[config.mk]
export PLATFORM = sky130hd
export DESIGN_NAME = atc_mul
export DESIGN_NICKNAME = d
export VERILOG_FILES = /design/src/sv/atc_mul.sv
export SDC_FILE = /design/constraint.sdc
export NUM_CORES = 2
export LEC_CHECK = 0
export BUFFER_PORTS_ARGS = -buffer_cell sky130_fd_sc_hd__buf_2
export CAP_MARGIN = 20
export CORE_ASPECT_RATIO = 1.5
export CORE_MARGIN = 2
export CORE_UTILIZATION = 60
export CTS_CLUSTER_SIZE = 28
export DETAILED_ROUTE_END_ITERATION = 12
export PLACE_DENSITY_LB_ADDON = 0.1
export RECOVER_POWER = 100
export SETUP_SLACK_MARGIN = 0.5
export SLEW_MARGIN = 30
export SYNTH_ARGS = -nofsm -noshare
export SYNTH_HDL_FRONTEND = slang
export SYNTH_SLANG_ARGS = --single-unit
export TNS_END_PERCENT = 50
[constraint.sdc]
create_clock -name clk -period 14.6 [get_ports clk]
set_input_delay 0 -clock clk [delete_from_list [all_inputs] [get_ports clk]]
set_output_delay 0 -clock clk [all_outputs]
set_load 0.005 [all_outputs]
[src/sv/atc_mul.sv]
module atc_mul #(
  parameter int W = 32,
  parameter int F = 16
) (
  input  logic                clk,
  input  logic                rst,
  input  logic                start,
  input  logic signed [W-1:0] a,
  input  logic signed [W-1:0] b,
  output logic                busy,
  output logic                done,
  output logic signed [W-1:0] q,
  output logic [63:0]         lo
);

  logic [63:0]  ua, ub;
  logic         neg;
  logic [127:0] acc;
  logic [1:0]   cnt;
  logic         run, fin;

  logic [31:0]  ah, bh;
  logic [63:0]  pp;
  logic [127:0] pps, rsum, qq, lim, qs;

  function automatic logic [63:0] mag(input logic signed [W-1:0] x);
    logic signed [63:0] v;
    v = 64'(x);
    return x < 0 ? 64'(-v) : 64'(v);
  endfunction

  // 32x32 partial products, one per cycle
  always_comb begin
    ah = cnt[0] ? ua[63:32] : ua[31:0];
    bh = cnt[1] ? ub[63:32] : ub[31:0];
    pp = ah * bh;
    case (cnt)
      2'd0:    pps = {64'd0, pp};
      2'd3:    pps = {pp, 64'd0};
      default: pps = {32'd0, pp, 32'd0};
    endcase
  end

  // round half away from zero on magnitude, then clamp
  always_comb begin
    rsum = acc + (128'd1 << (F - 1));
    qq   = rsum >> F;
    lim  = (128'd1 << (W - 1)) - 128'd1 + {127'd0, neg};
    qs   = (qq > lim) ? lim : qq;
  end

  assign busy = run | fin;

  always_ff @(posedge clk) begin
    if (rst) begin
      run  <= 1'b0;
      fin  <= 1'b0;
      done <= 1'b0;
    end else begin
      done <= fin;
      if (start) begin
        ua  <= mag(a);
        ub  <= mag(b);
        neg <= (a < 0) != (b < 0);
        acc <= '0;
        cnt <= '0;
        run <= 1'b1;
      end else if (run) begin
        acc <= acc + pps;
        cnt <= cnt + 2'd1;
        if (cnt == 2'd3) begin
          run <= 1'b0;
          fin <= 1'b1;
        end
      end
      if (fin) begin
        fin <= 1'b0;
        q   <= neg ? -qs[W-1:0] : qs[W-1:0];
        lo  <= acc[63:0];
      end
    end
  end

endmodule

==> out/results.tsv <==
stage	metric	value	unit
synthesis	synth_compound_area_share	10.4	%
route	drc	0	
placement	portBuffers	164	
worst_hold_path	hp-class	in -> reg	
synthesis	synth-seq-cells	358	
synthesis	synthCells	6680	
placement	dp_hpwl	175	mm
global_routing	grt_overflow	0	
synthesis	synth_top_area_share	30.1	%
setup_path	max_stage_delay	0.86	ns
global_routing	first_global_vias	54100	
cells_and_area	syn_to_final_growth	9.57	%
synthesis	syn_avg_cell_area	8.92	um^2
timing	max_freq	0.0714	GHz
timing	final_max_slew_viol_count	657	
cells_and_area	final_nets	8359	
floorplanning	rows	141	
synthesis	synth_mux_area_share	2.55	%
setup_path	cp_max_fo	21	
timing	skew	0.0314	ns
timing	tightest_slew	5.00	ns
timing	final.setup.tns	0	ns
floorplanning	dieArea	0.102	mm^2
timing	finalSetupViolCount	0	
route	wirelength	221	mm
synthesis	synth_area	0.0596	mm^2
timing	rsz0062_at_grt	no	
timing	finalCriticalPeriod	14.00	ns
route	ant_nets	0	
synthesis	yosysTopAreaCell	fa_1	
job	max-cap-violations	11	
clock_tree	numCtsBuffers	40	
route	drt_pass1_iterations	6	
synthesis	yosys-top-cells-area	fa_1 (30%), edfxtp_1 (18%), ha_1 (9.2%)	
clock_tree	numClockSinks	358	
clock_tree	clkLatencyLatePin	0.63	ns
placement	gp_congestion	1.08	
clock_tree	ctsRootBufferMaster	clkbuf_16	
cells_and_area	drive_gt1_share	6.66	%
timing	slew_headroom	-233	%
setup_path	crit_path_top_delay_cell	mux2i_1	
timing	finalHoldViolations	0	
status	violations	max-capacitance violations, max-slew violations	
synthesis	synth.distinct_cells	77	
synthesis	async_reset_ff_share	0	%
cells_and_area	n_fill_cell	8149	
floorplanning	die_w	261	um
route	drt_iter0_drc	5008	
clock_tree	cts_buffer_depth	3	
setup_path	cpMostUsedCell	fa_1	
setup_path	critPathLaunchType	flop	
route	via_per_inst	6.24	
cells_and_area	final_util	66.3	%
synthesis	synth-adder-area-share	39.3	%
status	status	complete, but fails checks	
floorplanning	die_h	390	um
route	dr_total_vias	51700	
clock_tree	htreeDepth	2	
floorplanning	io_pins	165	
synthesis	synthXorXnorAreaFrac	4.62	%
global_routing	grt_max_degree	86	
floorplanning	initial_core_util	60.5	%
synthesis	synth_top_family_by_area	adder cells	
synthesis	synth_ff_type	edfxtp_1	
synthesis	synth-edff-count	355	
global_routing	grt_pass1_wl	329	mm
global_routing	globalRouteTotalUtil	44.2	%
timing	finalCritPeriodShare	95.9	%
setup_path	critPathBufInv	7	
setup_path	worstPathRequired	14.97	ns
route	routedWlPerCell	26.7	um
synthesis	yosysSeqAreaShare	18.0	%
setup_path	path_delay_family	adder cells	
clock_tree	cts_tree	done	
synthesis	ys_warn_count	0	
setup_path	crit_type	reg -> reg	
synthesis	yosys.area_share.simple	16.9	%
clock_tree	path_clk_slew	0.07	ns
floorplanning	core_area	0.0984	mm^2
setup_path	end_kind	flop	
global_routing	antenna_found_initial	4	
setup_path	critPathArrivalTime	14.37	ns
-- tightest hold or removal path: stages --
cell	delay, ns
buf_2	0.30
nand2_1	0.15
xnor2_1	0.11
-- final timing paths --
| path | depth (start not counted) | slack, ns | startpoint | endpoint |
|---|---|---|---|---|
| setup / recovery | 41 | 0.60 | cnt[1] | acc[106] |
| hold / removal | 3 | 0.06 | a[31] | ua[22] |
| setup reg to reg | 41 | 0.60 | cnt[1] | acc[106] |
| hold reg to reg | 0 | 0.48 | acc[14] | lo[14] |
-- state kept, by name, indices dropped and copies added, names as in the netlist --
signal  cells
cnt         2
run         1
ub         64
lo         64
done        1
q          32
neg         1
fin         1
ua         64
acc       128
-- cell usage in the layout (no fill, tap or decap), drive strengths merged, types with 19 or more instances in the layout --
master / n
o31ai: 28
mux2i: 73
nand2b: 31
a31oi: 26
nor4: 42
conb: 62
o21a: 25
edfxtp: 355
a21o: 135
fa: 897
nand4: 106
o211ai: 19
nor2: 905
clkinv: 20
nor2b: 34
xor2: 99
and3: 42
nand3: 98
a21oi: 288
xnor2: 215
or3: 33
o21ai: 193
nor3: 75
or2: 22
o21bai: 45
or4: 19
and2: 72
a211oi: 27
ha: 437
a22o: 41
nand2: 734
clkbuf: 152
dlygate4sd3: 103
inv: 1024
buf: 242
mux2: 70
and4: 20
-- routing by layer --
layer / track usage, % / part of all wire, % / vias up
li1: - / - / 22300
met1: 45.9 / 32 / 25200
met2: 73.1 / 48 / 2970
met3: 9.29 / 8.4 / 1097
met4: 42.9 / 12 / 2
met5: 0 / 0.0059 / -
-- logic make-up after synthesis --
group           count (synthesis)
simple gates                 2270
fa+ha+maj                    1334
buf+inv                      1301
compound gates                959
flops                         358
xor+xnor                      314
mux                           143
other cells                     1
-- stage by stage --
stage / hold slack, ns / instance area, um^2 / setup WS, ns / cells
global placement: 0.202 / 62700 / 0.485 / 8077
CTS: 0.0132 / 65200 / 0.546 / 8252
floorplan: 0.0716 / 59800 / 2.68 / 6741
finish: 0.0626 / 65300 / 0.600 / 8277
global route: 0.0868 / 65300 / 0.282 / 8273
detailed placement: 0.204 / 62800 / 0.429 / 8077
-- synth_stat cells (75+ instances only) --
library cell  count
fa_1            897
o21ai_0         193
xor2_1           99
a21o_1          135
ha_1            437
a21oi_1         288
nand4_1         105
nand2_1         734
clkbuf_1        255
xnor2_1         215
nor2_1          905
nor3_1           75
nand3_1          98
edfxtp_1        355
inv_1          1020
-- what timing repair did --
action | CTS | global route
hold buffers | 103 | 0
setup endpoints to repair | 1 | 25
pin swaps | 0 | 1
resized for setup | 2 | 14
hold endpoints to repair | 92 | 0
setup buffers | 2 | 21
-- area by class of cell --
type | instances | area, um^2 | area share [%]
multi-input combinational | 5082 | 44600 | 68.3
sequential | 358 | 10700 | 16.4
inverter | 1022 | 3840 | 5.88
timing repair buffer | 454 | 3210 | 4.92
tap | 1287 | 1610 | 2.47
clock buffer | 43 | 1010 | 1.55
clock inverter | 27 | 308 | 0.472
antenna | 4 | 10.0 | 0.0153
Power is not shown: default switching activity piles up to over one toggle a cycle in this logic, so the estimate is an artifact.
