<file path="src/sv/atc_pkg.sv">
package atc_pkg;

  // Stream payload widths
  localparam int OP_W       = 3;
  localparam int IN_DATA_W  = 224;  // seven 32-bit fields
  localparam int OUT_DATA_W = 384;  // twelve 32-bit matrix words

  // Edit codes
  localparam logic [OP_W-1:0] OP_TRANSLATE = 3'd0;
  localparam logic [OP_W-1:0] OP_ROTATE    = 3'd1;
  localparam logic [OP_W-1:0] OP_SCALE     = 3'd2;
  localparam logic [OP_W-1:0] OP_MIRROR    = 3'd3;
  localparam logic [OP_W-1:0] OP_RESET     = 3'd4;

  // CORDIC datapath, Q30
  localparam int CW            = 36;
  localparam int CORDIC_STEPS  = 30;
  localparam logic [63:0] TWO_PI_Q30 = 64'd6746518852;
  localparam logic [29:0] CORDIC_K   = 30'd652032874;

  function automatic logic [29:0] atan_q30(input logic [4:0] i);
    logic [29:0] v;
    case (i)
      5'd0:  v = 30'd843314857;
      5'd1:  v = 30'd497837829;
      5'd2:  v = 30'd263043837;
      5'd3:  v = 30'd133525159;
      5'd4:  v = 30'd67021687;
      5'd5:  v = 30'd33543516;
      5'd6:  v = 30'd16775851;
      5'd7:  v = 30'd8388437;
      5'd8:  v = 30'd4194283;
      5'd9:  v = 30'd2097149;
      default: v = 30'd1 << (5'd30 - i);  // atan(2^-i) == 2^-i in Q30 from here on
    endcase
    return v;
  endfunction

endpackage

</file>
<file path="src/sv/atc_cordic.sv">
module atc_cordic #(
  parameter int F = 16
) (
  input  logic                 clk,
  input  logic                 rst,
  input  logic                 start,
  input  logic signed [atc_pkg::CW-1:0] z_in,
  output logic                 done,
  output logic signed [atc_pkg::CW-1:0] cos_q,
  output logic signed [atc_pkg::CW-1:0] sin_q
);
  import atc_pkg::*;

  localparam int SH = 30 - F;
  localparam logic signed [CW-1:0] HALF = (CW'(1) <<< SH) >>> 1;

  logic signed [CW-1:0] x, y, z, xs, ys, at;
  logic [4:0] cnt;
  logic       run;

  assign xs = x >>> cnt;
  assign ys = y >>> cnt;
  assign at = signed'({{(CW-30){1'b0}}, atan_q30(cnt)});

  // Q30 back to the working fraction, round half up
  assign cos_q = (x + HALF) >>> SH;
  assign sin_q = (y + HALF) >>> SH;

  always_ff @(posedge clk) begin
    if (rst) begin
      run  <= 1'b0;
      done <= 1'b0;
    end else begin
      done <= run && (cnt == 5'(CORDIC_STEPS - 1));
      if (start) begin
        x   <= signed'({{(CW-30){1'b0}}, CORDIC_K});
        y   <= '0;
        z   <= z_in;
        cnt <= '0;
        run <= 1'b1;
      end else if (run) begin
        if (!z[CW-1]) begin
          x <= x - ys;
          y <= y + xs;
          z <= z - at;
        end else begin
          x <= x + ys;
          y <= y - xs;
          z <= z + at;
        end
        cnt <= cnt + 5'd1;
        if (cnt == 5'(CORDIC_STEPS - 1)) run <= 1'b0;
      end
    end
  end

endmodule

</file>
<file path="config.mk">
export PLATFORM = sky130hd
export DESIGN_NAME = atc_cordic
export DESIGN_NICKNAME = d
export VERILOG_FILES = /design/src/sv/atc_pkg.sv /design/src/sv/atc_cordic.sv
export SDC_FILE = /design/constraint.sdc
export NUM_CORES = 1
export LEC_CHECK = 0
export ABC_AREA = 1
export BUFFER_PORTS_ARGS = -buffer_cell sky130_fd_sc_hd__buf_2
export CORE_MARGIN = 2
export CORE_UTILIZATION = 55
export CTS_CLUSTER_DIAMETER = 100
export DETAILED_ROUTE_END_ITERATION = 6
export GPL_TIMING_DRIVEN = 1
export PLACE_DENSITY = 0.72
export SLEW_MARGIN = 20
export SYNTH_ARGS = -nofsm -noshare
export SYNTH_HDL_FRONTEND = slang
export SYNTH_SLANG_ARGS = --single-unit
</file>
<file path="constraint.sdc">
create_clock -name clk -period 14.6 [get_ports clk]
set_input_delay 2.19 -clock clk [delete_from_list [all_inputs] [get_ports clk]]
set_output_delay 2.19 -clock clk [all_outputs]
set_load 0.02 [all_outputs]
</file>
==> metrics.md <==
| Metric | Value |
|---|---|
| Post-Synthesis Cells | 3190 |
| TritonCTS clock tree | yes |
| Fraction of layout cells with a size suffix above 1 | 9.17% |
| Setup bufs post-CTS | 0 |
| Remaining global-route overflow | 0 |
| Post-Place Cells | roughly 3.6k |
| Final Critical Period | 6.68 ns |
| Post-Route Setup TNS | 0 ns |
| Async set-reset flop share out of synthesis | 0% |
| CTS Buf Count | 17 |
| Seq/Total Area, Yosys | 17.9% |
| Hold worst-path end | run |
| Post-synthesis xor/xnor area fraction | 6.31% |
| Crit path launch type | flop |
| First-pass GRT wire length | between 100 and 150 mm |
| I/O Pins | 112 |
| H-tree depth | 4 |
| Core footprint | 34500 µm² |
| Final Max Slew Viols | 0 |
| CP max FO | 37 |
| Worst ir drop on vdd | just under 0.1 mV |
| Clock Sinks | 115 |
| Number of synthesized register bits | 115 |
| # Max-Cap Violations | 0 |
| Net Count, Synth | 3347 |
| Placed inst area | 19700 µm² |
| Die Y | 191 µm |
| Gpl congestion | 1.04 |
| CP dominant cell by count | nand2_1 |
| Clock-pin slew on the worst setup and hold paths | 0.06 ns |
| Tcrit/Tclk final | 45.8% |
| Syn-to-layout area delta | 5.82% |
| Hold Path Stages | 3 |
| Synth unique cells | between 60 and 70 |
| Reg2reg start | cnt[1] |
| Post-route ant nets | 0 |
| Initial antenna violation count | 0 |
| Synthesized cell area | around 19000 µm² |
| Worst hold slack | 0.646 ns |
| Finished Core Util | 58.9% |
| Die Area | 36400 µm² |
| Fin cells | approximately 3.7k |
| Resize count post-CTS | 0 |
| Largest family of logic cells by synthesized area | simple AND/OR/NAND/NOR gates |
| WP data arrival | 6.90 ns |
| Number of vias per cell | 6.02 |
| Max Root-Sink Buffers | 2 |
| Num rows | between 60 and 70 |
| 1st-iter DRT viols | between 2k and 3k |
| R2r setup slk | 7.92 ns |
| Reg2reg path depth | 31 |
| Worst setup margin | 7.92 ns |
| Count of final hold-check violations | 0 |
| Power per cell area | 147 nW/µm² |
| Top-count cell post-synth | nand2_1 |
| # hold bufs at CTS | 0 |
| Worst EP required | 14.82 ns |
| Filler cell count | around 3.5k |
| Final setup fails | 0 |
| Top cell type by total area after synthesis | nand2_1 |
| Status | completed |
| Crit Path Class | reg -> reg |
| Diode count | 0 |
| Port Buffers | approximately 110 |
| Overall Power | about 3.0 mW |
| Pre-CTS setup slack | 8.18 ns |
| Worst setup EP type | flop |
| Synth Area in Simple Gates | 43.0% |
| Nets@finish | 3360 |
| Post-route cell area | 20300 µm² |
| Initial core utilization | 55.7% |
| HP Start | run |
| Largest stage delay, worst path | 0.57 ns |
| Syn avg cell area | 6.02 µm² |
| R2R Path End | z[35] |
| Setup crit start | cnt[1] |
| Avg WL per Cell | 19.1 µm |
| DRT Wirelength | 70.3 mm |
| CP max-delay cell | nor4_1 |
| EDFF count, synth | between 100 and 150 |
| Largest net degree at the start of global routing | between 80 and 90 |
| Most frequent cells after synthesis | nand2_1, nand3_1, nor2_1 |
| Mux cell area share after synthesis | 0% |
| Yosys warnings | 0 |
| Fmax | 0.150 GHz |
| Worst-skew pair later-pin latency | 0.48 ns |
| DRC | 0 |
| Via count | 22.1k |
| Drt pass-1 iters | 7 |
| Area contributors post-synth | nand2_1, edfxtp_1, nand3_1 |
| Die width | approximately 190 µm |
| Tot GR Track Use | 38.6% |
| RSZ-0062 raised after global routing | no |
| DP HPWL | ~55 mm |
| Yosys top cell area share | 18.4% |
| Root Buffer Master | clkbuf_16 |
| Worst hold-check path type | reg -> reg |
| Compound-Gate Fraction of Synth Area | roughly 15% |
| Worst Skew | approximately 0.022 ns |
| Vias in the first global route | ~20k |
| Leak | between 9 and 10 nW |
| Worst slew pin tran | 1.03 ns |
| Primary FF master, synth | edfxtp_1 |
| Post-synthesis adder-cell area fraction | 7.81% |
| Slew HR | 31.1% |
[area by class of cell]
| class | instances | area (µm²) | share of cell area [%] |
|---|---|---|---|
| Clock inverter | 15 | 203 | 0.998 |
| Tap cell | 455 | 569 | 2.80 |
| Sequential cell | 115 | 3430 | 16.9 |
| Inverter | 306 | 1160 | 5.72 |
| Clock buffer | 17 | 425 | 2.10 |
| Multi-Input combinational cell | 2634 | 13800 | 68.1 |
| Timing Repair Buffer | 129 | 691 | 3.40 |
[cells in the final DEF (no fill, tap or decap), drive strengths merged, types with 27 or more instances in the layout]
master / netlist / routed
nand2: 964 / 964
nand3: 450 / 450
nor2: 337 / 337
inv: 303 / 309
a21oi: 216 / 216
o21ai: 180 / 180
buf: 99 / 129
ha: 115 / 115
edfxtp: 113 / 113
xor2: 94 / 94
xnor2: 39 / 39
nor3: 35 / 35
a31oi: 33 / 33
nand4: 27 / 27
or2: 27 / 27
[state kept, by name, summed over array words and instances (netlist names)]
name  cells
z        36
cnt       5
done      1
y        36
x        36
run       1
[worst max-delay path by stage]
stage                     end  cells past startpoint
floorplan              cnt[0]                      4
global placement        z[35]                     29
detailed placement      z[35]                     31
CTS                 cos_q[33]                      9
global route            z[35]                     31
finish                  z[35]                     31
[routing by layer]
| metal | share of wire, % | global-route usage (%) | up-vias |
|---|---|---|---|
| met1 | 44 | 55.7 | 10040 |
| li1 | - | - | 10670 |
| met2 | 41 | 56.4 | 1220 |
| met4 | 4.3 | 16.1 | 0 |
| met3 | 11 | 6.90 | 158 |
| met5 | 0 | 0 | - |
[logic make-up after synthesis]
group / after synthesis
fa+ha+maj: 118
simple gates: 1876
flops: 115
buf+inv: 441
compound gates: 507
xor+xnor: 133
[critical path: cells and delay by family (launching register included)]
kind | cells | cell delay [ns]
buffers and inverters | 5 | 1.57
flip-flops | 1 | 0.33
AND/OR/NAND/NOR | 21 | 3.23
AO/OA/AOI/OAI | 2 | 0.38
adder cells (fa/ha/maj) | 3 | 0.91
[where the power goes]
part	switching, mW	internal [mW]	total (mW)	leakage, nW
sequential	0.0957	0.460	0.556	1.10
combinational	1.33	0.624	1.96	8.55
clock	0.193	0.286	0.479	0.296
total	1.62	1.37	2.99	9.95
(Power assumes the default switching activity.)
