<file path="src/sv/atc_div.sv">
module atc_div (
  input  logic        clk,
  input  logic        rst,
  input  logic        start,
  input  logic [63:0] dividend,
  input  logic [63:0] divisor,
  output logic        done,
  output logic [63:0] quo,
  output logic [63:0] rem
);

  logic [63:0] dv;
  logic [64:0] tmp;
  logic        ge;
  logic [5:0]  cnt;
  logic        run;

  assign tmp = {rem, quo[63]};
  assign ge  = tmp >= {1'b0, dv};

  // restoring divide, one quotient bit per cycle
  always_ff @(posedge clk) begin
    if (rst) begin
      run  <= 1'b0;
      done <= 1'b0;
    end else begin
      done <= run && (cnt == 6'd63);
      if (start) begin
        rem <= '0;
        quo <= dividend;
        dv  <= divisor;
        cnt <= '0;
        run <= 1'b1;
      end else if (run) begin
        rem <= ge ? 64'(tmp - {1'b0, dv}) : tmp[63:0];
        quo <= {quo[62:0], ge};
        cnt <= cnt + 6'd1;
        if (cnt == 6'd63) run <= 1'b0;
      end
    end
  end

endmodule

</file>
<file path="config.mk">
export PLATFORM = sky130hd
export DESIGN_NAME = atc_div
export DESIGN_NICKNAME = d
export VERILOG_FILES = /design/src/sv/atc_div.sv
export SDC_FILE = /design/constraint.sdc
export NUM_CORES = 1
export LEC_CHECK = 0
export BUFFER_PORTS_ARGS = -buffer_cell sky130_fd_sc_hd__buf_2
export CAP_MARGIN = 20
export CORE_MARGIN = 2
export CORE_UTILIZATION = 60
export CTS_CLUSTER_DIAMETER = 200
export DETAILED_ROUTE_END_ITERATION = 7
export PLACE_DENSITY = 0.87
export REMOVE_ABC_BUFFERS = 1
export SLEW_MARGIN = 10
export SYNTH_ARGS = -nofsm -noshare
export SYNTH_HDL_FRONTEND = slang
export SYNTH_SLANG_ARGS = --single-unit
</file>
<file path="constraint.sdc">
create_clock -name clk -period 11.95 [get_ports clk]
set_input_delay 1.195 -clock clk [delete_from_list [all_inputs] [get_ports clk]]
set_output_delay 1.195 -clock clk [all_outputs]
set_load 0.01 [all_outputs]
</file>
==> results.py, run 1 <==
metrics = {
    "timing": {
        "slew_viol_final": 0,
        "fin_crit_ns": 4.12,
        "fmax_mhz": 243,
        "fin_tns_setup_ns": 0,
        "maxSlewHeadroom_pct": 43.0,
        "hold_viol_final": 0,
        "worst_pin_slew_ns": 0.855,
        "rsz0062_at_grt": "no",
        "fin_worst_skew_ns": 0.0174,
        "min_period_over_period_pct": 34.5,
        "report.final.setup_viol": 0,
    },
    "layout": {
        "final_nets": 1596,
        "drive_gt1_share_pct": 27.0,
        "fillers": 1476,
        "final_common_cell": "buf_2",
        "design_area_um2": 14300,
        "area_delta_synth_final_pct": 17.3,
        "mostFrequentLayoutCells": "buf_2 (258), edfxtp_1 (198), nand2_1 (131)",
    },
    "logic_synthesis": {
        "synth_top_family_by_area": "compound AO/OA/AOI/OAI gates",
        "syn_inst": 1172,
        "synthFlopType": "edfxtp_1",
        "avgSynthCellArea_um2": 10.4,
        "yosys.area_share.simple_pct": 13.1,
        "synth_fa_ha_area_share_pct": 6.83,
        "synthArstFlopShare_pct": 0,
        "yosys_warnings": 0,
        "synth_area_um2": 12200,
        "muxShareOfSynthArea_pct": 5.81,
        "seq_area_frac_synth_pct": 49.1,
        "ys_seq_elements": 200,
        "synth-edff-count": 198,
        "synth_xor_area_share_pct": 3.88,
        "synthDistinctLibCells": 75,
        "synth_compound_area_share_pct": 16.3,
    },
    "critical_path": {
        "reg2reg_setup_slack_ns": 7.83,
        "worstSetupPathType": "reg2reg",
        "cp_cell_sequence": "ha_1, nor2b_1, o31a_1, o211ai_1, a32oi_1, and3b_1, o21ai_2, and2_1, buf_4, nor2_2, a32o_1",
        "cp.required_ns": 12.16,
        "worstPathArrival_ns": 4.33,
        "cp_slowest_stage_delay_ns": 0.62,
        "slowest_stage": "and2_1",
        "endpoint_kind": "register",
        "cp-start-kind": "register",
        "crit_path_max_fanout": 28,
        "cp_top_family": "compound AO/OA/AOI/OAI gates",
        "crit_buf_inv": 1,
    },
    "clocking": {
        "root_buffer": "clkbuf_16",
        "clk_pin_slew_ns": 0.08,
        "cts_setup_buffers": 0,
        "postCtsHoldBufs": 0,
        "cts_buffers": 17,
        "post_cts_resized": 0,
        "cts-htree-levels": 4,
        "cts_tree": "yes",
        "cts.sinks": 200,
        "clock_path_buffers": 2,
        "insertion_delay_ns": 0.46,
    },
    "global_route": {
        "grt_pass1_vias": 9766,
        "grt_max_degree": 89,
        "grt_pass1_wl_mm": 49.4,
        "track_usage_pct": 28.7,
        "antenna_found_initial": 2,
        "grt_remaining_overflow": 0,
    },
    "routing": {
        "vias": 10049,
        "wire_per_inst_um": 18.6,
        "first_pass_iters": 5,
        "drtIter0Drc": 783,
        "routed_wl_mm": 31.4,
        "antenna_left": 0,
        "avgViaCountPerCell": 5.97,
        "drc": 0,
    },
    "power_and_ir_drop": {
        "leakage_nw": 6.09,
        "power_density_nw_per_um2": 148,
        "vdd_drop_max_mv": 0.113,
    },
    "placement": {
        "place_area_um2": 13600,
        "dpl.hpwl_mm": 23.2,
        "gp_congestion": 0.957,
        "numPortBuffers": 259,
    },
    "die": {
        "core_um2": 20100,
        "die_height_um": 147,
        "dieArea_um2": 21500,
        "fp.dieW_um": 147,
        "start_util_pct": 60.7,
        "std_cell_rows": 52,
        "num_io_pins": 260,
    },
    "hold_path": {
        "min_path_type": "reg2reg",
    },
    "run_status": {
        "status": "completed",
    },
    "flow_run": {
        "max_cap_viol_count": 0,
    },
}
-- cell usage after synthesis, types with 3 or more instances --
master     number  share of area [%]
a21oi_1       118                4.8
o22ai_1         4               0.21
xor2_1         26                1.9
nand2b_1        3               0.15
and3_1         11               0.56
o21ai_0        50                2.1
o2111ai_1       4               0.29
o21a_1          6               0.37
nand3_1        19               0.78
nand2_1       131                4.0
edfxtp_1      198                 49
buf_4           4               0.25
or2_2           5               0.26
nor2b_1        12               0.62
nor4_1          5               0.26
a211oi_1       20                1.2
clkbuf_1       27               0.83
or3b_1          3               0.22
nand4_1        29                1.5
a21boi_0        4               0.25
nand3b_1        4               0.25
a22o_1          8               0.57
nor3b_1         3               0.18
buf_2          22               0.90
xnor2_1        28                2.0
a211o_1         4               0.29
o31a_1          5               0.36
nor2_1         60                1.8
a31oi_1         6               0.31
or3_1           4               0.21
o211ai_1        7               0.43
a21o_1         31                1.9
inv_1          89                2.7
o21ai_1         4               0.16
nor3_1         16               0.66
ha_1           65                6.7
o21bai_1       11               0.68
and2_1          9               0.46
mux2_2         63                5.8
and4_1          5               0.36
-- metrics by stage --
| stage | util, % | hold WS [ns] | power, mW | std cells | setup slack [ns] |
|---|---|---|---|---|---|
| floorplan | - | 0.466 | 1.30 | 1113 | 4.45 |
| global placement | 67.8 | 0.486 | 1.47 | 1649 | 8.08 |
| detailed placement | 67.8 | 0.485 | 1.48 | 1649 | 7.89 |
| CTS | 71.0 | 0.501 | 2.11 | 1681 | 7.87 |
| global route | 71.2 | 0.524 | 2.21 | 1683 | 7.58 |
| finish | 71.2 | 0.498 | 2.12 | 1684 | 7.83 |
-- routing by layer --
layer	up-vias	global-route usage, %	wire (um)
met5	-	0	0
met4	0	10.2	937
met3	71	7.09	2430
met2	444	48.0	15100
met1	4755	36.5	12900
li1	4779	-	-
-- power breakdown --
group	switching [mW]	internal (mW)
clock	0.320	0.314
combinational	0.362	0.238
sequential	0.0345	0.848
-- flip-flops by register name, summed over array words and instances (netlist names) --
signal / flops
done: 1
run: 1
rem: 64
cnt: 6
dv: 64
quo: 64
-- cell type report --
cell class              instances  area (um2)  area share, %
diodes                          2        5.00         0.0350
clock buffers                  17         425           2.97
clock inverters                15         228           1.59
inverters                      89         334           2.33
multi-input cells             824        5620           39.2
flip-flops and latches        200        5990           41.8
well taps                     270         338           2.36
repair buffers                267        1380           9.64
-- cell families after synthesis --
logic type / Yosys count
and+or+nand+nor: 330
muxes: 63
xor gates and xnor gates: 54
AOI/OAI and AO/OA: 311
buffers and inverters: 148
adders and majority gates: 66
DFF: 200
-- worst paths after layout --
kind,cells after the start,startpoint,end
min,1,run$_SDFF_PP0_,done$_SDFF_PP0_
min reg2reg,1,run$_SDFF_PP0_,done$_SDFF_PP0_
max,11,rem[0]$_SDFFCE_PP0P_,rem[58]$_SDFFCE_PP0P_
max reg2reg,11,rem[0]$_SDFFCE_PP0P_,rem[58]$_SDFFCE_PP0P_
Note: power is estimated with default switching activity, not from simulation.
==> run 2, diff against run 1 <==
--- a/config.mk
+++ b/config.mk
@@ -5,13 +5,14 @@
 export SDC_FILE = /design/constraint.sdc
 export NUM_CORES = 1
 export LEC_CHECK = 0
+export ABC_AREA = 1
 export BUFFER_PORTS_ARGS = -buffer_cell sky130_fd_sc_hd__buf_2
 export CAP_MARGIN = 20
 export CORE_MARGIN = 2
-export CORE_UTILIZATION = 60
+export CORE_UTILIZATION = 58
 export CTS_CLUSTER_DIAMETER = 200
 export DETAILED_ROUTE_END_ITERATION = 7
-export PLACE_DENSITY = 0.87
+export PLACE_DENSITY = 0.82
 export REMOVE_ABC_BUFFERS = 1
 export SLEW_MARGIN = 10
 export SYNTH_ARGS = -nofsm -noshare
==> constraint.sdc (replaced) <==
create_clock -name clk -period 3.8 [get_ports clk]
set_input_delay 0.38 -clock clk [delete_from_list [all_inputs] [get_ports clk]]
set_output_delay 0.38 -clock clk [all_outputs]
set_load 0.01 [all_outputs]
==> results.py, run 2 <==
metrics = {
    "routing": {
        "antenna_left": 0,
        "first_pass_iters": 8,
        "drc": 0,
        "avgViaCountPerCell": 5.25,
        "wire_per_inst_um": 17.5,
        "routed_wl_mm": 48.0,
        "vias": 14403,
        "drtIter0Drc": 1668,
    },
    "die": {
        "dieArea_um2": 26600,
        "core_um2": 25000,
        "start_util_pct": 58.6,
        "fp.dieW_um": 163,
        "std_cell_rows": 58,
        "die_height_um": 163,
        "num_io_pins": 260,
    },
    "critical_path": {
        "crit_path_max_fanout": 37,
        "worstSetupPathType": "reg2reg",
        "rr_startpoint": "rem[1]$_SDFFCE_PP0P_",
        "cp.required_ns": 4.01,
        "reg2reg_setup_slack_ns": 0.52,
        "cp-start-kind": "register",
        "rr_worst_depth": 16,
        "worstPathArrival_ns": 3.49,
        "endpoint_kind": "register",
        "r2r_end": "rem[35]$_SDFFCE_PP0P_",
    },
    "clocking": {
        "clk_pin_slew_ns": 0.10,
        "insertion_delay_ns": 0.46,
        "clock_path_buffers": 2,
        "cts_buffers": 17,
        "cts-htree-levels": 4,
        "cts.sinks": 200,
        "root_buffer": "clkbuf_16",
        "post_cts_resized": 0,
        "cts_tree": "yes",
        "postCtsHoldBufs": 0,
        "cts_setup_buffers": 0,
    },
    "power_and_ir_drop": {
        "switching_share_pct": 39.3,
        "power.share.combinational_pct": 34.3,
        "p_int_mw": 4.40,
        "leakage_nw": 9.37,
        "netSwitchingPower_mw": 2.85,
        "p_clk_share_pct": 27.2,
        "vdd_drop_max_mv": 0.294,
        "seqPwrFrac_pct": 38.5,
        "power_density_nw_per_um2": 430,
    },
    "logic_synthesis": {
        "ys_top_cells_by_area": "edfxtp_1 (41%), nand2_1 (23%), inv_1 (11%)",
        "yosys_warnings": 0,
        "synth_top_family_by_area": "simple AND/OR/NAND/NOR gates",
        "synth_xor_area_share_pct": 1.85,
        "synthArstFlopShare_pct": 0,
        "synth_fa_ha_area_share_pct": 5.68,
        "synthFlopType": "edfxtp_1",
        "syn_inst": 2153,
        "avgSynthCellArea_um2": 6.82,
        "synthDistinctLibCells": 33,
        "synth_area_um2": 14700,
        "seq_area_frac_synth_pct": 40.8,
        "yosys.area_share.simple_pct": 37.3,
        "muxShareOfSynthArea_pct": 0,
        "synth_area_leader_cell": "edfxtp_1",
        "synth-edff-count": 198,
        "synth_commonest_cells": "nand2_1 (901), inv_1 (420), nor2_1 (241), edfxtp_1 (198), nand3_1 (66)",
        "ys_seq_elements": 200,
        "synth_top_area_share_pct": 40.5,
        "synth_compound_area_share_pct": 1.92,
        "yosysMostFrequentCell": "nand2_1",
    },
    "layout": {
        "drive_gt1_share_pct": 13.6,
        "layoutNonFillerInstCount": 2741,
        "final_nets": 2595,
        "diodes": 0,
        "largest_registers": "dv x64, quo x64, rem x64",
        "fillers": 2203,
        "area_delta_synth_final_pct": 15.1,
        "final_common_cell": "nand2_1",
        "mostFrequentLayoutCells": "nand2_1 (901), inv_1 (420), buf_2 (259)",
    },
    "global_route": {
        "grt_remaining_overflow": 0,
        "grt_pass1_vias": 13370,
        "grt_max_degree": 135,
        "track_usage_pct": 35.7,
        "grt_pass1_wl_mm": 71.7,
        "antenna_found_initial": 0,
    },
    "timing": {
        "min_period_over_period_pct": 86.3,
        "hold_viol_final": 0,
        "fin_ws_ns": 0.520,
        "fmax_mhz": 305,
        "report.final.setup_viol": 0,
        "rsz0062_at_grt": "no",
        "fin_worst_skew_ns": 0.0242,
        "worst_pin_slew_ns": 0.944,
        "maxSlewHeadroom_pct": 37.1,
        "fin_crit_ns": 3.28,
        "slew_viol_final": 0,
    },
    "placement": {
        "dp_cells": 2709,
        "gp_congestion": 0.999,
        "numPortBuffers": 259,
        "post-place-ws_ns": 0.617,
        "dpl.hpwl_mm": 37.2,
    },
    "hold_path": {
        "min_from": "divisor[44]",
        "hold_depth": 1,
        "hold_end": "dv[44]$_DFFE_PP_",
        "min_path_type": "in2reg",
    },
    "flow_run": {
        "max_cap_viol_count": 0,
    },
    "run_status": {
        "status": "completed",
    },
}
## run 2: changes by cell type in the layout (fill, tap and decap cells not counted), sizes merged, moves of 18 or more
cell	before	now
a211oi	20	0
nand3b	4	59
nor2	62	249
xnor2	28	1
nand3	19	67
a21oi	119	46
o21ai	55	9
mux2	63	0
nand4	29	11
nand2	132	907
inv	98	436
a21o	31	0
## run 2: cell families (layout without fill, tap and decap cells)
family,after synthesis,count (layout)
adder cells (fa/ha/maj),66,66
buffers and inverters,469,727
flip-flops,200,200
XOR/XNOR,31,31
AO/OA/AOI/OAI,56,56
AND/OR/NAND/NOR,1331,1331
## run 2: power by group through the flow
stage	logic, mW	registers (mW)	clock network [mW]
floorplan	1.55	2.90	0
global placement	2.36	2.83	0
detailed placement	2.42	2.84	0
CTS	2.44	2.79	1.98
global route	2.75	2.81	2.06
finish	2.49	2.79	1.98
## run 2: routing by layer
layer	track usage, %	part of all wire, %	wire, um
met5	0	0	0
met4	14.4	4.3	2060
met3	4.88	8.1	3910
met2	60.4	47	22500
met1	46.5	41	19500
## run 2: area by class of cell
class	instances	area, um2	area share, %
Sequential cell	200	5990	35.4
Tap cell	330	413	2.44
Inverter	428	1610	9.56
Multi-Input combinational cell	1484	6890	40.8
Timing Repair Buffer	267	1370	8.10
Clock inverter	14	185	1.10
Clock buffer	18	439	2.60
## run 2: worst max-delay path by stage
| stage | start | end | cells after the start |
|---|---|---|---|
| after floorplan | start | cnt[0]$_SDFFCE_PP0P_ | 2 |
| final | rem[1]$_SDFFCE_PP0P_ | rem[35]$_SDFFCE_PP0P_ | 16 |
| after detailed placement | rem[1]$_SDFFCE_PP0P_ | rem[18]$_SDFFCE_PP0P_ | 16 |
| after CTS | rem[1]$_SDFFCE_PP0P_ | rem[34]$_SDFFCE_PP0P_ | 16 |
| after global routing | rem[46]$_SDFFCE_PP0P_ | rem[34]$_SDFFCE_PP0P_ | 16 |
| after global placement | rem[1]$_SDFFCE_PP0P_ | rem[38]$_SDFFCE_PP0P_ | 16 |
## run 2: worst max-delay path, cell delays in order (launching register included)
cell      delay, ns
edfxtp_1       0.50
ha_1           0.44
nand2_1        0.09
nand2_1        0.06
nand2_1        0.07
nand2_1        0.06
nand2_1        0.07
nand3_2        0.14
nand2_1        0.12
nand2_2        0.09
nand2_1        0.11
nand2_2        0.09
nand2_4        0.33
buf_4          0.51
nand3b_1       0.17
nand2_1        0.11
nor2_1         0.05
## run 2: metrics by stage
| stage | util, % | instance area (um2) | power, mW | hold slack, ns | TNS [ns] |
|---|---|---|---|---|---|
| after global routing | 67.5 | 16900 | 7.62 | 0.0799 | 0 |
| final | 67.5 | 16900 | 7.26 | 0.0865 | 0 |
| after floorplan | - | 14500 | 4.45 | 0.479 | -613.08 |
| after global placement | 65.0 | 16300 | 5.19 | 0.519 | 0 |
| after CTS | 67.5 | 16900 | 7.21 | 0.0848 | 0 |
| after detailed placement | 65.0 | 16300 | 5.26 | 0.519 | 0 |
